<file path="config.mk">
export PLATFORM = sky130hd
export DESIGN_NAME = stereo_exponential_fade
export DESIGN_NICKNAME = d
export VERILOG_FILES = /design/src/rtl/sef_pkg.sv /design/src/rtl/sef_env.sv /design/src/rtl/sef_lane.sv /design/src/rtl/sef_merge.sv /design/src/rtl/stereo_exponential_fade.sv
export SDC_FILE = /design/constraint.sdc
export NUM_CORES = 2
export LEC_CHECK = 0
export BUFFER_PORTS_ARGS = -buffer_cell sky130_fd_sc_hd__buf_2
export CORE_MARGIN = 3
export CORE_UTILIZATION = 29
export CTS_BUF_LIST = sky130_fd_sc_hd__clkbuf_2
export CTS_CLUSTER_DIAMETER = 50
export CTS_CLUSTER_SIZE = 10
export DETAILED_ROUTE_END_ITERATION = 8
export PLACE_DENSITY = 0.42
export SLEW_MARGIN = 40
export SYNTH_ARGS = -nofsm -noshare
export SYNTH_HDL_FRONTEND = slang
export SYNTH_SLANG_ARGS = --single-unit
</file>
<file path="constraint.sdc">
create_clock -name clk_i -period 7.4 [get_ports clk_i]
set_input_delay 1.48 -clock clk_i [delete_from_list [all_inputs] [get_ports clk_i]]
set_output_delay 1.48 -clock clk_i [all_outputs]
set_load 0.01 [all_outputs]
</file>
<file path="src/rtl/sef_pkg.sv">
`timescale 1ns / 1ps
// ----------------------------------------------------------------------------
// sef_pkg: shared definitions for the stereo exponential fade
// Default widths, reset values, register indexes and inter-module structs.
// ----------------------------------------------------------------------------
package sef_pkg;

  localparam int SAMPLE_BITS_DEF        = 16;
  localparam int GAIN_FRACTION_BITS_DEF = 23;
  localparam int LENGTH_BITS_DEF        = 24;

  // decay factor is unsigned Q0.24 at any configuration
  localparam int DECAY_BITS = 24;

  localparam int unsigned RAMP_LENGTH_RESET  = 4800;
  localparam logic [DECAY_BITS-1:0] DECAY_RESET = 24'd16752749;

  // configuration register indexes
  localparam logic [1:0] REG_RAMP_LENGTH    = 2'd0;
  localparam logic [1:0] REG_DECAY_FACTOR   = 2'd1;
  localparam logic [1:0] REG_SUSTAIN_ENABLE = 2'd2;
  localparam logic [1:0] REG_END_ENABLE     = 2'd3;

  // envelope status seen by the lanes and the merge stage
  typedef struct packed {
    logic in_ramp;
    logic active;
    logic effect_end;
  } sef_env_t;

  // per-word flags carried into the output register
  typedef struct packed {
    logic in_ramp;
    logic effect_end;
    logic buffer_done;
  } sef_flags_t;

endpackage

</file>
<file path="src/rtl/sef_env.sv">
`timescale 1ns / 1ps
// ----------------------------------------------------------------------------
// sef_env: gain and frame step envelope
// Holds the Q1.23 gain and the saturating frame step; decays the gain once
// per word while the step is below the ramp length.
// ----------------------------------------------------------------------------
module sef_env #(
  parameter int GAIN_FRACTION_BITS = sef_pkg::GAIN_FRACTION_BITS_DEF,
  parameter int LENGTH_BITS        = sef_pkg::LENGTH_BITS_DEF
) (
  input  logic                            clk_i,
  input  logic                            rst_ni,
  input  logic                            load_i,
  input  logic                            restart_i,
  input  logic                            advance_i,
  input  logic [LENGTH_BITS-1:0]          ramp_length_i,
  input  logic [sef_pkg::DECAY_BITS-1:0]  decay_factor_i,
  input  logic                            sustain_enable_i,
  input  logic                            end_enable_i,
  output logic [GAIN_FRACTION_BITS:0]     gain_o,
  output sef_pkg::sef_env_t               status_o
);
  import sef_pkg::*;

  localparam int GainBits = GAIN_FRACTION_BITS + 1;
  localparam int StepBits = LENGTH_BITS + 1;
  localparam logic [GainBits-1:0] GainOne = GainBits'(1) << GAIN_FRACTION_BITS;

  logic [GainBits-1:0]            gain_q, gain_d;
  logic [StepBits-1:0]            step_q, step_d;
  logic                           ramp_q, ramp_d;
  logic                           active_q, active_d;
  logic [GainBits+DECAY_BITS-1:0] product;
  logic                           ramp_now;
  logic [StepBits:0]              step_plus;

  assign product  = gain_q * decay_factor_i;
  assign ramp_now = step_q < {1'b0, ramp_length_i};
  assign step_plus = {1'b0, step_q} + (StepBits+1)'(1);

  always_comb begin
    gain_d   = gain_q;
    step_d   = step_q;
    ramp_d   = ramp_q;
    active_d = active_q;
    if (load_i && restart_i) begin
      gain_d = GainOne;
      step_d = '0;
    end else if (advance_i) begin
      ramp_d   = ramp_now;
      active_d = ramp_now || sustain_enable_i;
      if (ramp_now) begin
        gain_d = product[GainBits+DECAY_BITS-1:DECAY_BITS];
      end
      // saturate the step instead of wrapping
      if ((ramp_now || sustain_enable_i) && (step_q != '1)) begin
        step_d = step_plus[StepBits-1:0];
      end
    end
  end

  always_ff @(posedge clk_i or negedge rst_ni) begin
    if (!rst_ni) begin
      gain_q   <= GainOne;
      step_q   <= '0;
      ramp_q   <= 1'b0;
      active_q <= 1'b0;
    end else begin
      gain_q   <= gain_d;
      step_q   <= step_d;
      ramp_q   <= ramp_d;
      active_q <= active_d;
    end
  end

  assign gain_o              = gain_q;
  assign status_o.in_ramp    = ramp_q;
  assign status_o.active     = active_q;
  assign status_o.effect_end = end_enable_i && (step_plus >= (StepBits+1)'(ramp_length_i));

endmodule

</file>
<file path="src/rtl/sef_lane.sv">
`timescale 1ns / 1ps
// ----------------------------------------------------------------------------
// sef_lane: one channel scaler
// Captures a sample, scales its magnitude by the gain and restores the sign,
// which truncates toward zero, and passes the sample through while inactive.
// ----------------------------------------------------------------------------
module sef_lane #(
  parameter int SAMPLE_BITS        = sef_pkg::SAMPLE_BITS_DEF,
  parameter int GAIN_FRACTION_BITS = sef_pkg::GAIN_FRACTION_BITS_DEF
) (
  input  logic                          clk_i,
  input  logic                          load_i,
  input  logic signed [SAMPLE_BITS-1:0] sample_i,
  input  logic                          scale_i,
  input  logic [GAIN_FRACTION_BITS:0]   gain_i,
  input  logic                          active_i,
  output logic signed [SAMPLE_BITS-1:0] result_o
);

  localparam int GainBits = GAIN_FRACTION_BITS + 1;

  logic signed [SAMPLE_BITS-1:0]   sample_q;
  logic [SAMPLE_BITS-1:0]          mag_q, mag_d;
  logic [SAMPLE_BITS-1:0]          magnitude;
  logic [SAMPLE_BITS+GainBits-1:0] product;
  logic                            neg;

  assign neg       = sample_q[SAMPLE_BITS-1];
  // most negative sample maps to its unsigned magnitude
  assign magnitude = neg ? (~sample_q + SAMPLE_BITS'(1)) : sample_q;
  assign product   = magnitude * gain_i;
  assign mag_d     = product[GAIN_FRACTION_BITS+SAMPLE_BITS-1:GAIN_FRACTION_BITS];

  always_ff @(posedge clk_i) begin
    if (load_i) begin
      sample_q <= sample_i;
    end
    if (scale_i) begin
      mag_q <= mag_d;
    end
  end

  always_comb begin
    if (!active_i) begin
      result_o = sample_q;
    end else if (neg) begin
      result_o = ~mag_q + SAMPLE_BITS'(1);
    end else begin
      result_o = mag_q;
    end
  end

endmodule

</file>
<file path="src/rtl/sef_merge.sv">
`timescale 1ns / 1ps
// ----------------------------------------------------------------------------
// sef_merge: output register
// Joins both lanes and the frame flags into one word and holds it until
// the consumer takes it.
// ----------------------------------------------------------------------------
module sef_merge #(
  parameter int SAMPLE_BITS = sef_pkg::SAMPLE_BITS_DEF
) (
  input  logic                          clk_i,
  input  logic                          rst_ni,
  input  logic                          load_i,
  input  logic signed [SAMPLE_BITS-1:0] left_i,
  input  logic signed [SAMPLE_BITS-1:0] right_i,
  input  sef_pkg::sef_flags_t           flags_i,
  output logic                          free_o,
  output logic                          out_valid_o,
  input  logic                          out_ready_i,
  output logic signed [SAMPLE_BITS-1:0] left_out_o,
  output logic signed [SAMPLE_BITS-1:0] right_out_o,
  output logic                          in_ramp_o,
  output logic                          effect_end_o,
  output logic                          buffer_done_o
);
  import sef_pkg::*;

  logic                          valid_q, valid_d;
  logic signed [SAMPLE_BITS-1:0] left_q, right_q;
  sef_flags_t                    flags_q;

  assign free_o  = !valid_q || out_ready_i;
  assign valid_d = load_i || (valid_q && !out_ready_i);

  always_ff @(posedge clk_i or negedge rst_ni) begin
    if (!rst_ni) begin
      valid_q <= 1'b0;
    end else begin
      valid_q <= valid_d;
    end
  end

  always_ff @(posedge clk_i) begin
    if (load_i) begin
      left_q  <= left_i;
      right_q <= right_i;
      flags_q <= flags_i;
    end
  end

  assign out_valid_o   = valid_q;
  assign left_out_o    = left_q;
  assign right_out_o   = right_q;
  assign in_ramp_o     = flags_q.in_ramp;
  assign effect_end_o  = flags_q.effect_end;
  assign buffer_done_o = flags_q.buffer_done;

endmodule

</file>
<file path="src/rtl/stereo_exponential_fade.sv">
`timescale 1ns / 1ps
// An accepted word passes the gain update, the lane multiply and the output
//   register in that order before out_valid_o rises.
// A new word is taken only once the last one has reached the output register,
//   which waits while a held output word is not taken; the shared gain
//   update must finish before both lane multipliers may use it.
// Reset: gain 1.0, frame step 0, registers at their defaults, no word held.
// ----------------------------------------------------------------------------
// stereo_exponential_fade: exponential fade-out envelope for stereo frames
// Decays a Q1.23 gain per frame and applies it to both channels in two lanes.
// ----------------------------------------------------------------------------
module stereo_exponential_fade #(
  parameter int SAMPLE_BITS        = sef_pkg::SAMPLE_BITS_DEF,
  parameter int GAIN_FRACTION_BITS = sef_pkg::GAIN_FRACTION_BITS_DEF,
  parameter int LENGTH_BITS        = sef_pkg::LENGTH_BITS_DEF,
  localparam int CFG_BITS = (LENGTH_BITS > sef_pkg::DECAY_BITS) ?
                            LENGTH_BITS : sef_pkg::DECAY_BITS
) (
  input  logic                          clk_i,
  input  logic                          rst_ni,
  input  logic                          cfg_we_i,
  input  logic [1:0]                    cfg_idx_i,
  input  logic [CFG_BITS-1:0]           cfg_data_i,
  input  logic                          in_valid_i,
  output logic                          in_ready_o,
  input  logic                          restart_i,
  input  logic signed [SAMPLE_BITS-1:0] left_in_i,
  input  logic signed [SAMPLE_BITS-1:0] right_in_i,
  input  logic                          last_in_buffer_i,
  output logic                          out_valid_o,
  input  logic                          out_ready_i,
  output logic signed [SAMPLE_BITS-1:0] left_out_o,
  output logic signed [SAMPLE_BITS-1:0] right_out_o,
  output logic                          in_ramp_o,
  output logic                          effect_end_o,
  output logic                          buffer_done_o
);
  import sef_pkg::*;

  localparam logic [1:0] ST_IDLE  = 2'd0;
  localparam logic [1:0] ST_GAIN  = 2'd1;
  localparam logic [1:0] ST_SCALE = 2'd2;
  localparam logic [1:0] ST_DONE  = 2'd3;

  localparam logic [GAIN_FRACTION_BITS:0] GainOne =
    (GAIN_FRACTION_BITS+1)'(1) << GAIN_FRACTION_BITS;

  logic [1:0]                    state_q, state_d;
  logic [LENGTH_BITS-1:0]        ramp_length_q;
  logic [DECAY_BITS-1:0]         decay_factor_q;
  logic                          sustain_enable_q;
  logic                          end_enable_q;
  logic                          last_q;
  logic                          accept;
  logic                          merge_free;
  logic                          merge_load;
  logic [GAIN_FRACTION_BITS:0]   gain;
  sef_env_t                      env_status;
  sef_flags_t                    flags;
  logic signed [SAMPLE_BITS-1:0] left_lane, right_lane;

  assign in_ready_o = (state_q == ST_IDLE);
  assign accept     = in_valid_i && in_ready_o;
  assign merge_load = (state_q == ST_DONE) && merge_free;

  always_comb begin
    state_d = state_q;
    case (state_q)
      ST_IDLE:  if (accept) state_d = ST_GAIN;
      ST_GAIN:  state_d = ST_SCALE;
      ST_SCALE: state_d = ST_DONE;
      ST_DONE:  if (merge_free) state_d = ST_IDLE;
      default:  state_d = ST_IDLE;
    endcase
  end

  always_ff @(posedge clk_i or negedge rst_ni) begin
    if (!rst_ni) begin
      state_q          <= ST_IDLE;
      ramp_length_q    <= LENGTH_BITS'(RAMP_LENGTH_RESET);
      decay_factor_q   <= DECAY_RESET;
      sustain_enable_q <= 1'b1;
      end_enable_q     <= 1'b1;
    end else begin
      state_q <= state_d;
      if (cfg_we_i) begin
        case (cfg_idx_i)
          REG_RAMP_LENGTH:    ramp_length_q    <= cfg_data_i[LENGTH_BITS-1:0];
          REG_DECAY_FACTOR:   decay_factor_q   <= cfg_data_i[DECAY_BITS-1:0];
          REG_SUSTAIN_ENABLE: sustain_enable_q <= cfg_data_i[0];
          REG_END_ENABLE:     end_enable_q     <= cfg_data_i[0];
          default: ;
        endcase
      end
    end
  end

  always_ff @(posedge clk_i) begin
    if (accept) begin
      last_q <= last_in_buffer_i;
    end
  end

  sef_env #(
    .GAIN_FRACTION_BITS (GAIN_FRACTION_BITS),
    .LENGTH_BITS        (LENGTH_BITS)
  ) u_env (
    .clk_i            (clk_i),
    .rst_ni           (rst_ni),
    .load_i           (accept),
    .restart_i        (restart_i),
    .advance_i        (state_q == ST_GAIN),
    .ramp_length_i    (ramp_length_q),
    .decay_factor_i   (decay_factor_q),
    .sustain_enable_i (sustain_enable_q),
    .end_enable_i     (end_enable_q),
    .gain_o           (gain),
    .status_o         (env_status)
  );

  sef_lane #(
    .SAMPLE_BITS        (SAMPLE_BITS),
    .GAIN_FRACTION_BITS (GAIN_FRACTION_BITS)
  ) u_lane_left (
    .clk_i    (clk_i),
    .load_i   (accept),
    .sample_i (left_in_i),
    .scale_i  (state_q == ST_SCALE),
    .gain_i   (gain),
    .active_i (env_status.active),
    .result_o (left_lane)
  );

  sef_lane #(
    .SAMPLE_BITS        (SAMPLE_BITS),
    .GAIN_FRACTION_BITS (GAIN_FRACTION_BITS)
  ) u_lane_right (
    .clk_i    (clk_i),
    .load_i   (accept),
    .sample_i (right_in_i),
    .scale_i  (state_q == ST_SCALE),
    .gain_i   (gain),
    .active_i (env_status.active),
    .result_o (right_lane)
  );

  assign flags.in_ramp     = env_status.in_ramp;
  assign flags.effect_end  = env_status.effect_end;
  assign flags.buffer_done = last_q;

  sef_merge #(
    .SAMPLE_BITS (SAMPLE_BITS)
  ) u_merge (
    .clk_i         (clk_i),
    .rst_ni        (rst_ni),
    .load_i        (merge_load),
    .left_i        (left_lane),
    .right_i       (right_lane),
    .flags_i       (flags),
    .free_o        (merge_free),
    .out_valid_o   (out_valid_o),
    .out_ready_i   (out_ready_i),
    .left_out_o    (left_out_o),
    .right_out_o   (right_out_o),
    .in_ramp_o     (in_ramp_o),
    .effect_end_o  (effect_end_o),
    .buffer_done_o (buffer_done_o)
  );

`ifndef SYNTHESIS
  a_one_word_in_flight: assert property (@(posedge clk_i) disable iff (!rst_ni)
    accept |=> (state_q == ST_GAIN) && !in_ready_o)
    else $error("new word taken while previous word in flight");

  a_scale_then_merge: assert property (@(posedge clk_i) disable iff (!rst_ni)
    (state_q == ST_SCALE) |=> (state_q == ST_DONE))
    else $error("lane results not handed to merge stage");

  a_gain_bounded: assert property (@(posedge clk_i) disable iff (!rst_ni)
    gain <= GainOne)
    else $error("gain rose above one");

  a_load_sets_valid: assert property (@(posedge clk_i) disable iff (!rst_ni)
    merge_load |=> out_valid_o)
    else $error("merged word lost");
`endif

endmodule
</file>
==> flow_summary.toml <==
[logic_synthesis]
yosysTopAreaCellShare_pct = 42.2
synth.most_common_cell = "inv_1"
synth_area_leaders = "fa_1 (42%), ha_1 (11%), inv_1 (9.6%), nand2_1 (7.5%), edfxtp_1 (5.8%)"
synth_ff_type = "edfxtp_1"
synth-seq-cells = 204
syn-cell-area_mm2 = 0.0517
async_reset_ff_share_pct = 51.0
synth_cell_types = 80
synth.largest_area_cell = "fa_1"
synth_fp_nets = 7319
ys_warn_count = 0
synth_common_cells = "inv_1 (1319), fa_1 (1089), nand2_1 (1034), and2_1 (453), ha_1 (437)"
synth_area_per_cell_um2 = 9.03
synth_edf_count = 100
synth_cells = 5728
synth_seq_area_share_pct = 10.9

[layout]
layout.nets = 7582
stdcell_count = 8367
syn_to_final_growth_pct = 15.2
finish.instance_area_mm2 = 0.0596
drive_gt1_share_pct = 14.5
fillers = 18424
register_area_mm2 = 0.00570
multi_input_area_mm2 = 0.0411

[grt]
grt_remaining_overflow = 0
grt_pass1_wl_um = 242000
antenna_found_initial = 10
grt.total_usage_pct = 16.7
grt_start_max_net_pins = 57
grt_pass1_vias = 41944

[sta]
slew_headroom_pct = 49.7
finalWorstSetupSlack_ps = -306
drv_slew = 0
fin_crit_sh_pct = 104
rsz0062_at_grt = "true"
setup_violations = 10
min_period_ps = 7710
hold_violations = 0
worstMarginPinSlew_ps = 745
max_freq_ghz = 0.130
clock_skew_ps = 191

[die]
rows = 154
start_util_pct = 29.3
dieArea_mm2 = 0.183
die_h_um = 428
fp.dieW_um = 428
core-area_mm2 = 0.177
ios = 102

[clock_network]
h-tree-depth = 2
cts_sinks = 204
cts_tree = "done"
clock_path_buffers = 3
clk-insertion-delay-late_ps = 1190
root_buffer = "clkbuf_2"
clk_pin_slew_ps = 170
cts_buffers = 41

[worst_hold_path]
min_from = "last_q"
holdPathEnd = "u_merge.buffer_done_o"
whs_path_depth = 0
hp-class = "flop to flop"

[worst_setup_path]
r2r-start = "u_lane_left.sample_q[6]"
startpoint_type = "flop"
worst-setup-path-type = "flop to flop"
worstPathRequired_ps = 8180
r2r_setup_slack_ps = -310
critPathArrivalTime_ps = 8490
reg2reg_to = "u_lane_left.mag_q[14]"
path_max_fanout = 3
endpoint_kind = "flop"
reg2reg_depth = 27

[route]
wl_um = 151000
antenna_left = 0
vias = 38097
vias_per_cell = 4.55
drtIter0Drc = 1655
drc = 0
dr.pass1.iters = 6
drt-wirelength-per-cell_um = 18.0

[run]
drv_cap = 0

[placement]
io_buffers = 101
gp_congestion = 0.824
hpwl_um = 120000
placed_cells = 8230
placed_area_mm2 = 0.0574

[status]
status = "finished, violations left"
violations = "negative setup slack"
==> worst max-delay path by stage <==
stage                       startpoint               endpoint  slack (ps)  cells after the start
6_report       u_lane_left.sample_q[6]  u_lane_left.mag_q[14]        -310                     27
5_1_grt        u_lane_left.sample_q[6]  u_lane_left.mag_q[14]        -610                     27
4_1_cts        u_lane_left.sample_q[6]  u_lane_left.mag_q[14]        -350                     27
3_5_place_dp   u_lane_left.sample_q[6]  u_lane_left.mag_q[14]        -540                     28
3_3_place_gp   u_lane_left.sample_q[6]  u_lane_left.mag_q[14]        -460                     28
2_1_floorplan  u_lane_left.sample_q[4]  u_lane_left.mag_q[14]         -30                     28
==> what timing repair did <==
item,4_1_cts,5_1_grt
cloned,1,3
buffers inserted,21,33
endpoints found under the hold margin,0,7
hold buffers,0,1
endpoints found under the setup margin,30,44
pin swaps,32,65
gates resized for setup,83,141
==> worst max-delay path: stages, from the launching register on <==
cell and delay [ps]:
edfxtp_1 410, or4_4 580, nor4_4 160, nand2b_1 170
or2_4 280, o21ai_4 140, xnor2_2 110, and2_1 180
fa_1 500, inv_2 40, fa_1 530, inv_1 50
fa_1 490, fa_1 430, fa_1 490, inv_1 50
fa_1 490, inv_2 50, ha_4 210, a21o_1 140
a21o_1 170, a21o_1 170, a221o_2 400, o211ai_1 290
a21boi_2 150, o211a_1 270, o31a_1 260, o31a_1 250
==> cell usage in the layout (no fill, tap or decap), types with 43 or more instances in the layout <==
cell / count
dfrtp_1: 49
a21oi_1: 110
xnor2_1: 56
fa_1: 1079
buf_2: 100
nor2_1: 85
inv_1: 1312
o21ai_0: 81
buf_12: 44
edfxtp_1: 100
xor2_1: 47
buf_4: 351
clkbuf_2: 46
a21o_1: 43
nand2_1: 1022
ha_1: 418
and2_1: 445
==> stage by stage <==
| step | hold slack (ps) | util (%) | setup WS (ps) | setup TNS [ps] |
|---|---|---|---|---|
| finish | 445 | 33.7 | -306 | -1630 |
| detailed placement | 407 | 32.5 | -542 | -8150 |
| global route | 330 | 33.7 | -611 | -6280 |
| floorplan | 400 | - | -35.0 | -35.0 |
| CTS | 139 | 33.1 | -347 | -2360 |
| global placement | 402 | 32.5 | -460 | -6960 |
==> cell families after synthesis <==
logic type	count (synthesis)	synth area share (%)
multiplexers	44	0.951
adder cells (fa/ha/maj)	1526	52.7
buffers and inverters	1625	11.8
AND/OR/NAND/NOR	1771	16.1
XOR/XNOR	127	2.15
flip-flops	204	10.9
AO/OA/AOI/OAI	431	5.36
==> registers in the layout (all words and copies together) (netlist names), 2 cells and up <==
signal	flops
u_lane_right.sample_q	16
u_lane_left.sample_q	16
u_merge.right_out_o	16
state_q	2
u_env.gain_o	24
u_lane_left.mag_q	16
ramp_length_q	24
decay_factor_q	24
u_env.step_q	25
u_lane_right.mag_q	16
u_merge.left_out_o	16
==> final cells by class <==
type                       count  area share [%]
clock buffer                  46           0.387
clock inverter                29           0.460
timing repair buffer         523            7.30
sequential                   204            9.57
antenna                        4          0.0168
tap                         2340            4.92
multi-input combinational   3902            69.0
inverter                    1319            8.31
==> metal layers <==
layer / vias to the layer above / global-route usage (%) / wire length, um
met5: - / 0 / 28
met4: 4 / 3.54 / 3230
met3: 156 / 1.52 / 4670
met2: 590 / 28.9 / 74100
met1: 19749 / 22.7 / 68800
li1: 17598 / - / -
Power is left out: the tool's default activity adds up to more than one toggle a clock period on the data nets, which glitch-free logic cannot reach.
